$ cat src/kfkd_pkg.sv
// Package for the keyboard frame keymap decoder.
// Holds link byte codes, the frame phase type and the three-layer keymap ROM.
// No dependencies.
`default_nettype none

package kfkd_pkg;

    localparam logic [7:0] BYTE_XBOF    = 8'hFF;
    localparam logic [7:0] BYTE_BOF     = 8'hC0;
    localparam logic [7:0] BYTE_EOF     = 8'hC1;
    localparam logic [8:0] BLUE_LAYER_KEY  = 9'd126;
    localparam logic [8:0] GREEN_LAYER_KEY = 9'd125;

    typedef enum logic [1:0] {
        PH_OUTSIDE  = 2'd0,
        PH_BEGIN    = 2'd1,
        PH_SCANCODE = 2'd2,
        PH_CHECK    = 2'd3
    } phase_t;

    typedef struct packed {
        logic [8:0] normal;
        logic [8:0] blue;
        logic [8:0] green;
    } keymap_row_t;

    function automatic keymap_row_t keymap_row(input logic [6:0] num);
        keymap_row_t r;
        r = '{normal: 9'd0, blue: 9'd0, green: 9'd0};
        unique case (num)
            7'd3:  r = '{9'd44,  9'd352, 9'd0};
            7'd9:  r = '{9'd16,  9'd2,   9'd59};
            7'd10: r = '{9'd17,  9'd3,   9'd60};
            7'd11: r = '{9'd18,  9'd4,   9'd61};
            7'd12: r = '{9'd19,  9'd5,   9'd62};
            7'd13: r = '{9'd20,  9'd6,   9'd63};
            7'd14: r = '{9'd21,  9'd7,   9'd64};
            7'd16: r = '{9'd45,  9'd0,   9'd0};
            7'd17: r = '{9'd30,  9'd0,   9'd0};
            7'd18: r = '{9'd31,  9'd0,   9'd0};
            7'd19: r = '{9'd32,  9'd0,   9'd0};
            7'd20: r = '{9'd33,  9'd0,   9'd0};
            7'd21: r = '{9'd34,  9'd0,   9'd0};
            7'd22: r = '{9'd35,  9'd0,   9'd0};
            7'd23: r = '{9'd57,  9'd0,   9'd0};
            7'd24: r = '{9'd58,  9'd0,   9'd0};
            7'd26: r = '{9'd97,  9'd0,   9'd0};
            7'd27: r = '{9'd15,  9'd0,   9'd0};
            7'd34: r = '{9'd126, 9'd0,   9'd0};
            7'd35: r = '{9'd56,  9'd0,   9'd0};
            7'd36: r = '{9'd125, 9'd0,   9'd0};
            7'd44: r = '{9'd46,  9'd223, 9'd0};
            7'd45: r = '{9'd47,  9'd0,   9'd0};
            7'd46: r = '{9'd48,  9'd0,   9'd0};
            7'd47: r = '{9'd49,  9'd181, 9'd0};
            7'd50: r = '{9'd14,  9'd0,   9'd0};
            7'd55: r = '{9'd57,  9'd0,   9'd0};
            7'd56: r = '{9'd12,  9'd26,  9'd87};
            7'd57: r = '{9'd13,  9'd27,  9'd88};
            7'd58: r = '{9'd53,  9'd43,  9'd0};
            7'd60: r = '{9'd22,  9'd8,   9'd65};
            7'd61: r = '{9'd23,  9'd9,   9'd66};
            7'd62: r = '{9'd24,  9'd10,  9'd67};
            7'd63: r = '{9'd25,  9'd11,  9'd68};
            7'd68: r = '{9'd36,  9'd102, 9'd0};
            7'd69: r = '{9'd37,  9'd139, 9'd0};
            7'd70: r = '{9'd38,  9'd156, 9'd0};
            7'd71: r = '{9'd39,  9'd0,   9'd0};
            7'd72: r = '{9'd103, 9'd0,   9'd104};
            7'd76: r = '{9'd50,  9'd111, 9'd78};
            7'd77: r = '{9'd51,  9'd0,   9'd74};
            7'd78: r = '{9'd52,  9'd231, 9'd0};
            7'd80: r = '{9'd111, 9'd0,   9'd0};
            7'd81: r = '{9'd105, 9'd0,   9'd102};
            7'd82: r = '{9'd108, 9'd0,   9'd109};
            7'd83: r = '{9'd106, 9'd0,   9'd107};
            7'd86: r = '{9'd40,  9'd0,   9'd0};
            7'd87: r = '{9'd28,  9'd0,   9'd0};
            7'd88: r = '{9'd42,  9'd0,   9'd0};
            7'd89: r = '{9'd54,  9'd0,   9'd0};
            default: r = '{normal: 9'd0, blue: 9'd0, green: 9'd0};
        endcase
        return r;
    endfunction

endpackage

`default_nettype wire

$ cat src/keyboard_frame_keymap_decoder.sv
// Keyboard frame keymap decoder: frame tracking, layered keymap lookup, meta layer flags.
// Depends on kfkd_pkg for byte codes, the phase type and the keymap ROM.
//
//   channel | dir | tdata bits (lowest first)              | transfer
//   s_      | in  | [7:0] rx_byte                           | s_tvalid & s_tready
//   m_      | out | [8:0] key_code, [9] pressed, [10] mapped | m_tvalid & m_tready
//
// One byte per cycle while the output is not stalled: a byte is held in the input register,
// and its result (scancode bytes only) lands in the output register when it advances.
// m_tvalid is driven from the output register, never straight from the input transfer.
// aresetn (synchronous) sets the phase to outside and clears both layer flags.
// A stalled output holds the input register; s_tready drops only when both are full.
`default_nettype none

module keyboard_frame_keymap_decoder
    import kfkd_pkg::*;
(
    input  wire logic        aclk,
    input  wire logic        aresetn,
    input  wire logic        s_tvalid,
    output logic             s_tready,
    input  wire logic [7:0]  s_tdata,   // [7:0] rx_byte
    output logic             m_tvalid,
    input  wire logic        m_tready,
    output logic [15:0]      m_tdata    // [8:0] key_code, [9] pressed, [10] mapped, zero fill
);

    logic        in_valid_reg;
    logic [7:0]  in_byte_reg;
    phase_t      phase_reg, phase_next;
    logic        blue_reg, blue_next;
    logic        green_reg, green_next;
    logic        out_valid_reg, out_valid_next;
    logic [8:0]  key_code_reg;
    logic        pressed_reg;
    logic        mapped_reg;

    logic        advance;
    logic        res_valid;
    logic [8:0]  res_key;
    logic        res_down;
    logic [8:0]  layer_key;
    keymap_row_t row;

    assign advance  = in_valid_reg && (!out_valid_reg || m_tready);
    assign s_tready = !in_valid_reg || advance;

    assign row      = keymap_row(in_byte_reg[6:0]);
    assign res_down = !in_byte_reg[7];

    always_comb begin
        if (green_reg) begin
            layer_key = row.green;
        end else if (blue_reg) begin
            layer_key = row.blue;
        end else begin
            layer_key = 9'd0;
        end
        res_key = (layer_key != 9'd0) ? layer_key : row.normal;
    end

    always_comb begin
        phase_next = phase_reg;
        blue_next  = blue_reg;
        green_next = green_reg;
        res_valid  = 1'b0;
        if (advance) begin
            if (in_byte_reg == BYTE_EOF) begin
                phase_next = PH_OUTSIDE;
            end else begin
                unique case (phase_reg)
                    PH_OUTSIDE: begin
                        if (in_byte_reg == BYTE_XBOF) begin
                            phase_next = PH_BEGIN;
                        end
                    end
                    PH_BEGIN: begin
                        phase_next = (in_byte_reg == BYTE_BOF) ? PH_SCANCODE : PH_OUTSIDE;
                    end
                    PH_SCANCODE: begin
                        phase_next = PH_CHECK;
                        res_valid  = 1'b1;
                        if (res_key == BLUE_LAYER_KEY) begin
                            blue_next = res_down;
                        end
                        if (res_key == GREEN_LAYER_KEY) begin
                            green_next = res_down;
                        end
                    end
                    PH_CHECK: begin
                        phase_next = PH_CHECK;
                    end
                    default: begin
                        phase_next = PH_OUTSIDE;
                    end
                endcase
            end
        end
    end

    always_comb begin
        if (advance) begin
            out_valid_next = res_valid;
        end else begin
            out_valid_next = out_valid_reg && !m_tready;
        end
    end

    always_ff @(posedge aclk) begin
        if (!aresetn) begin
            in_valid_reg  <= 1'b0;
            phase_reg     <= PH_OUTSIDE;
            blue_reg      <= 1'b0;
            green_reg     <= 1'b0;
            out_valid_reg <= 1'b0;
        end else begin
            if (s_tready) begin
                in_valid_reg <= s_tvalid;
            end
            phase_reg     <= phase_next;
            blue_reg      <= blue_next;
            green_reg     <= green_next;
            out_valid_reg <= out_valid_next;
        end
    end

    always_ff @(posedge aclk) begin
        if (s_tready && s_tvalid) begin
            in_byte_reg <= s_tdata;
        end
        if (res_valid) begin
            key_code_reg <= res_key;
            pressed_reg  <= res_down;
            mapped_reg   <= (res_key != 9'd0);
        end
    end

    assign m_tvalid = out_valid_reg;
    assign m_tdata  = {5'd0, mapped_reg, pressed_reg, key_code_reg};

endmodule

`default_nettype wire
$ cat config.mk
export PLATFORM = sky130hd
export DESIGN_NAME = keyboard_frame_keymap_decoder
export DESIGN_NICKNAME = d
export VERILOG_FILES = /design/src/kfkd_pkg.sv /design/src/keyboard_frame_keymap_decoder.sv
export SDC_FILE = /design/constraint.sdc
export NUM_CORES = 1
export LEC_CHECK = 0
export BUFFER_PORTS_ARGS = -buffer_cell sky130_fd_sc_hd__clkbuf_2
export CORE_ASPECT_RATIO = 1.2
export CORE_MARGIN = 5
export CORE_UTILIZATION = 65
export CTS_CLUSTER_DIAMETER = 30
export DETAILED_ROUTE_END_ITERATION = 10
export GPL_ROUTABILITY_DRIVEN = 1
export GPL_TIMING_DRIVEN = 1
export PLACE_DENSITY_LB_ADDON = 0.08
export SLEW_MARGIN = 20
export SYNTH_ARGS = -nofsm -noshare
export SYNTH_HDL_FRONTEND = slang
export SYNTH_SLANG_ARGS = --single-unit
$ cat constraint.sdc
create_clock -name aclk -period 6.95 [get_ports aclk]
set_input_delay 1.0425 -clock aclk [delete_from_list [all_inputs] [get_ports aclk]]
set_output_delay 1.0425 -clock aclk [all_outputs]
set_load 0.03 [all_outputs]
After elaboration in Yosys (flattened, before gate mapping):

Memories as Yosys holds them, arrays and structs flattened. A register that Yosys moved wholly into a read port is not among the register bits.
Cells that the tools add are included.

* output and inout bits: 18
* memories kept: 1
* ROM bits: 2944
* register bits after elaboration: 25

* bitwise logic cells: 1
* reduce and logical (&&, ||, !) cells: 16
* equal/unequal tests: 9
* multiplexer cells: 12

Memories
* (name not given): words 128, width 23, read ports 1, clocked after Yosys merged registers in 1, wr ports 0, line kfkd_pkg.sv:30 `unique case (num)`

Operators with widths (number)
* $mux W9: 3
* $eq A8 B8 Y1 const B: 3
* $eq A9 B7 Y1 const B: 2
* $reduce_bool A9 Y1: 2
* $reduce_and A4 Y1: 2
* $mux W7: 1
* $mux W2: 3
* $pmux W2 S3: 1
* $eq A2 B2 Y1 const B: 2
* $logic_not A1 Y1: 4
* $mux W1: 4
* $logic_and A1 B1 Y1: 3
* $ne A3 B3 Y1 const B: 1
* $eq A2 B1 Y1 const B: 1
* $logic_not A2 Y1: 1
* $logic_or A1 B1 Y1: 2
* $reduce_and A2 Y1: 1
* $reduce_or A2 Y1: 1
* $not A1 Y1: 1

Depth between registers and ports, before layout:

* word-level depth: 6
* gate-level depth with buffers: 15
* depth with buffers taken out: 13

Least setup slack after synthesis:

No wires, ideal clock.

* kind: input-to-reg
* start: in m_tready
* end: reg, netlist name row[22]
* path slack: 3.213 ns
* stages on the path: 14
* buffers on the path: 1
* library setup time: 0.122 ns
* required time: 6.828 ns
* arrival time: 3.615 ns
* path through: and3b_4 inv_4 nand2_2 inv_2 a21oi_2 inv_1 ha_1 clkbuf_1 nand3b_1 a21oi_1 a41oi_2 o21ai_1 o32a_1 a221o_1

* cells in the longest elaborated chain, start to end: 5

RTL lines
* start: declaration: line keyboard_frame_keymap_decoder.sv:24 `input wire logic m_tready,`
* $logic_or A1 B1 Y1: line keyboard_frame_keymap_decoder.sv:45 `assign advance = in_valid_reg && (!out_valid_reg || m_tready);`
* $logic_and A1 B1 Y1: line keyboard_frame_keymap_decoder.sv:45
* $logic_or A1 B1 Y1: line keyboard_frame_keymap_decoder.sv:46 `assign s_tready = !in_valid_reg || advance;`
* named net s_tready: line keyboard_frame_keymap_decoder.sv:21 `output logic s_tready,`
* $logic_and A1 B1 Y1: line keyboard_frame_keymap_decoder.sv:128 `if (s_tready && s_tvalid) begin`
* $mux W7 (no line)

The timed path passes the listed nets, and every way through them passes these cells.
A chain may end at the register's enable or synchronous reset.

Worst setup path in the final report:

* start: in m_tready
* end: reg, netlist name row[22]

* cells in the longest elaborated chain, start to end: 5

RTL lines (line)
* $logic_or A1 B1 Y1: keyboard_frame_keymap_decoder.sv:45
* $logic_and A1 B1 Y1: keyboard_frame_keymap_decoder.sv:45
* $logic_or A1 B1 Y1: keyboard_frame_keymap_decoder.sv:46
* $logic_and A1 B1 Y1: keyboard_frame_keymap_decoder.sv:128
* $mux W7 (no line)

Every way passes these cells.

==> impl_metrics.env <==
export IMPL_status="completed"
export IMPL_clk_path_buf_depth=2
export IMPL_ys_ff_latch=48
export IMPL_cts_root_buf="clkbuf_8"
export IMPL_dieArea_um2=7110
export IMPL_cpPeakStageDelay_ps=470
export IMPL_hold_class="register to register"
export IMPL_place_congestion=0.974
export IMPL_io_pins=30
export IMPL_grt_max_degree=39
export IMPL_num_vias=3565
export IMPL_nets=441
export IMPL_syn_avg_cell_area_um2=8.54
export IMPL_min_from="phase_reg[0]"
export IMPL_syn_inst=420
export IMPL_fmax_ghz=0.241
export IMPL_cts_setup_buffers=0
export IMPL_max_cap_violations=0
export IMPL_drive_gt1_frac=0.143
export IMPL_timing_rr_end="row[22]"
export IMPL_dpl_cell_area_um2=3570
export IMPL_grt_first_pass_wirelength_um=17000
export IMPL_cts_sinks=48
export IMPL_skew_ps=4.19
export IMPL_p_total_mw=0.743
export IMPL_path_cells="clkbuf_2 > and3b_4 > inv_4 > nand2_2 > inv_2 > a21oi_2 > inv_1 > ha_1 > nand3b_1 > a21oi_1 > a41oi_2 > o21ai_1 > o32a_1 > a221o_1"
export IMPL_synth_area_um2=3590
export IMPL_fin_crit_ps=4150
export IMPL_fp_dieW_um=77.8
export IMPL_ant_nets=0
export IMPL_cellPowerDensity_nw_per_um2=202
export IMPL_hold_buffers=0
export IMPL_n_fill_cell=444
export IMPL_slowest_stage="a21oi_2"
export IMPL_worstMarginPinSlew_ps=1000
export IMPL_power_frac_comb=0.284
export IMPL_clk_pin_slew_ps=90
export IMPL_cts_buffers_inserted=5
export IMPL_synth_edf_count=19
export IMPL_hold_end="phase_reg[0]"
export IMPL_setup_viol=0
export IMPL_seq_power_share=0.445
export IMPL_die_y_um=91.4
export IMPL_p_int_mw=0.489
export IMPL_worstPathArrival_ps=4350
export IMPL_worstRegToRegCells=13
export IMPL_design_area_um2=3680
export IMPL_drc=0
export IMPL_core_area_um2=5330
export IMPL_clock_power_share=0.271
export IMPL_post_cts_resize_count=0
export IMPL_routed_via_density=7.40
export IMPL_crit_buf_inv=4
export IMPL_critPathMaxFanout=12
export IMPL_start_util=0.673
export IMPL_ys_seq_area_frac=0.321
export IMPL_largest_register_ffs=23
export IMPL_grt_overflow_total=0
export IMPL_ctsHtreeMaxLevel=2
export IMPL_slew_violations=0
export IMPL_crit_type="primary input to register"
export IMPL_antennaDiodeCount=0
export IMPL_drt_iter0_drc=391
export IMPL_antenna_found_initial=0
export IMPL_critPathRequiredTime_ps=7150
export IMPL_ys_warn_count=0
export IMPL_slew_headroom=0.330
export IMPL_p_leak_nw=1.36
export IMPL_rsz0062_at_grt="no"
export IMPL_wl_per_cell_um=22.4
export IMPL_setup_tns_ps=0
export IMPL_endpoint_kind="register"
export IMPL_worst_setup_path_start_kind="primary input"
export IMPL_ys_flop_type="dfxtp_1"
export IMPL_synthArstFlopShare=0
export IMPL_routed_wl_um=10800
export IMPL_grt_pass1_vias=3282
export IMPL_dp_hpwl_um=7770
export IMPL_cts_tree="done"
export IMPL_power_switching_mw=0.254
export IMPL_layout_commonest_cell="nand2_1"
export IMPL_layout_worst_path_cycle_share=0.598
export IMPL_cp_top_family="compound AO/OA/AOI/OAI gates"
export IMPL_synth_cell_types=81
export IMPL_p_sw_frac=0.342
export IMPL_portBuffers=24
export IMPL_rrSetupSlack_ps=3210
export IMPL_r2r_start="in_valid_reg"
export IMPL_rows=29
export IMPL_insertion_delay_ps=300
export IMPL_whs_path_depth=2
export IMPL_hold_viol=0
export IMPL_grt_usage=0.298
export IMPL_area_delta_synth_final_pct=2.51
export IMPL_dr_pass1_iters=6
export IMPL_peakVddDrop_mv=0.134
export IMPL_layout_common_cells="nand2_1 (42), a21oi_1 (30), dfxtp_1 (29), nor2_1 (26), o21ai_0 (26)"
## power by group through the flow
stage	Combinational, mW	Clock, mW	Sequential, mW
floorplan	0.160	0	0.327
global placement	0.200	0	0.335
detailed placement	0.201	0	0.336
CTS	0.202	0.204	0.330
global route	0.223	0.214	0.332
finish	0.211	0.202	0.330
## Yosys cell counts (3+ instances only)
master / instances / area (µm²)
nand2b_1: 7 / 43.8
dfxtp_1: 29 / 581
o22ai_1: 5 / 31.3
mux2i_1: 4 / 40.0
nor4_1: 6 / 37.5
o221ai_1: 4 / 35.0
nor3_1: 15 / 75.1
o21ai_1: 3 / 15.0
inv_1: 13 / 48.8
a221o_1: 4 / 40.0
a21o_1: 6 / 45.0
a21boi_0: 4 / 30.0
o211a_1: 4 / 40.0
nor2_1: 26 / 97.6
o21ai_0: 26 / 130
o31ai_1: 4 / 30.0
a21oi_1: 30 / 150
nand4b_1: 5 / 43.8
and2_1: 4 / 25.0
buf_6: 5 / 56.3
buf_2: 13 / 65.1
o211ai_1: 8 / 60.1
nor3b_1: 4 / 30.0
nand3_1: 15 / 75.1
buf_4: 11 / 82.6
o32ai_1: 3 / 26.3
ha_1: 10 / 125
clkbuf_1: 8 / 30.0
a22oi_1: 5 / 37.5
a31oi_1: 9 / 56.3
edfxtp_1: 19 / 571
a22o_1: 4 / 35.0
nand2_1: 42 / 158
## tightest hold or removal path, delay by kind of cell (launching register included)
kind | cells | cell delay (ps)
DFF | 1 | 340
and+or+nand+nor | 1 | 60
AOI/OAI and AO/OA | 1 | 60
## worst max-delay path by stage
stage | start | endpoint | cells past startpoint
floorplan | m_tready | row[22] | 14
finish | m_tready | row[22] | 14
global route | m_tready | row[22] | 14
global placement | m_tready | row[22] | 14
detailed placement | m_tready | row[22] | 14
CTS | m_tready | row[22] | 14
## logic make-up (layout without fill, tap and decap cells)
| logic type | Yosys count | in the layout | share of synthesized area |
|---|---|---|---|
| AO/OA/AOI/OAI | 155 | 155 | 0.322 |
| AND/OR/NAND/NOR | 146 | 146 | 0.219 |
| buffers and inverters | 56 | 52 | 0.0907 |
| flip-flops | 48 | 48 | 0.321 |
| adder cells (fa/ha/maj) | 10 | 10 | 0.0349 |
| multiplexers | 4 | 4 | 0.0112 |
| other | 1 | 5 | 0.00105 |
## stage by stage
stage          setup slack (ps)  cells  hold WS [ps]   util
5_1_grt                    2630    482           572  0.690
4_1_cts                    2890    482           519  0.690
6_report                   2800    482           511  0.690
3_3_place_gp               2740    474           493  0.669
3_5_place_dp               2570    474           510  0.669
2_1_floorplan              3210    424           464      -
## per-layer routing
| layer | share of wire | vias up | track usage |
|---|---|---|---|
| met2 | 0.48 | 275 | 0.494 |
| met4 | 0.060 | 0 | 0.172 |
| li1 | - | 1589 | - |
| met5 | 0 | - | 0 |
| met1 | 0.38 | 1642 | 0.367 |
| met3 | 0.087 | 59 | 0.0356 |
## layout make-up
class | count | area, µm² | share of cell area
multi-input cells | 320 | 2130 | 0.578
flip-flops and latches | 48 | 1150 | 0.313
repair buffers | 27 | 143 | 0.0388
well taps | 62 | 77.6 | 0.0211
clock buffers | 5 | 68.8 | 0.0187
inverters | 17 | 68.8 | 0.0187
clock inverters | 3 | 42.5 | 0.0116
No activity file was read; power rests on OpenSTA's default activity.
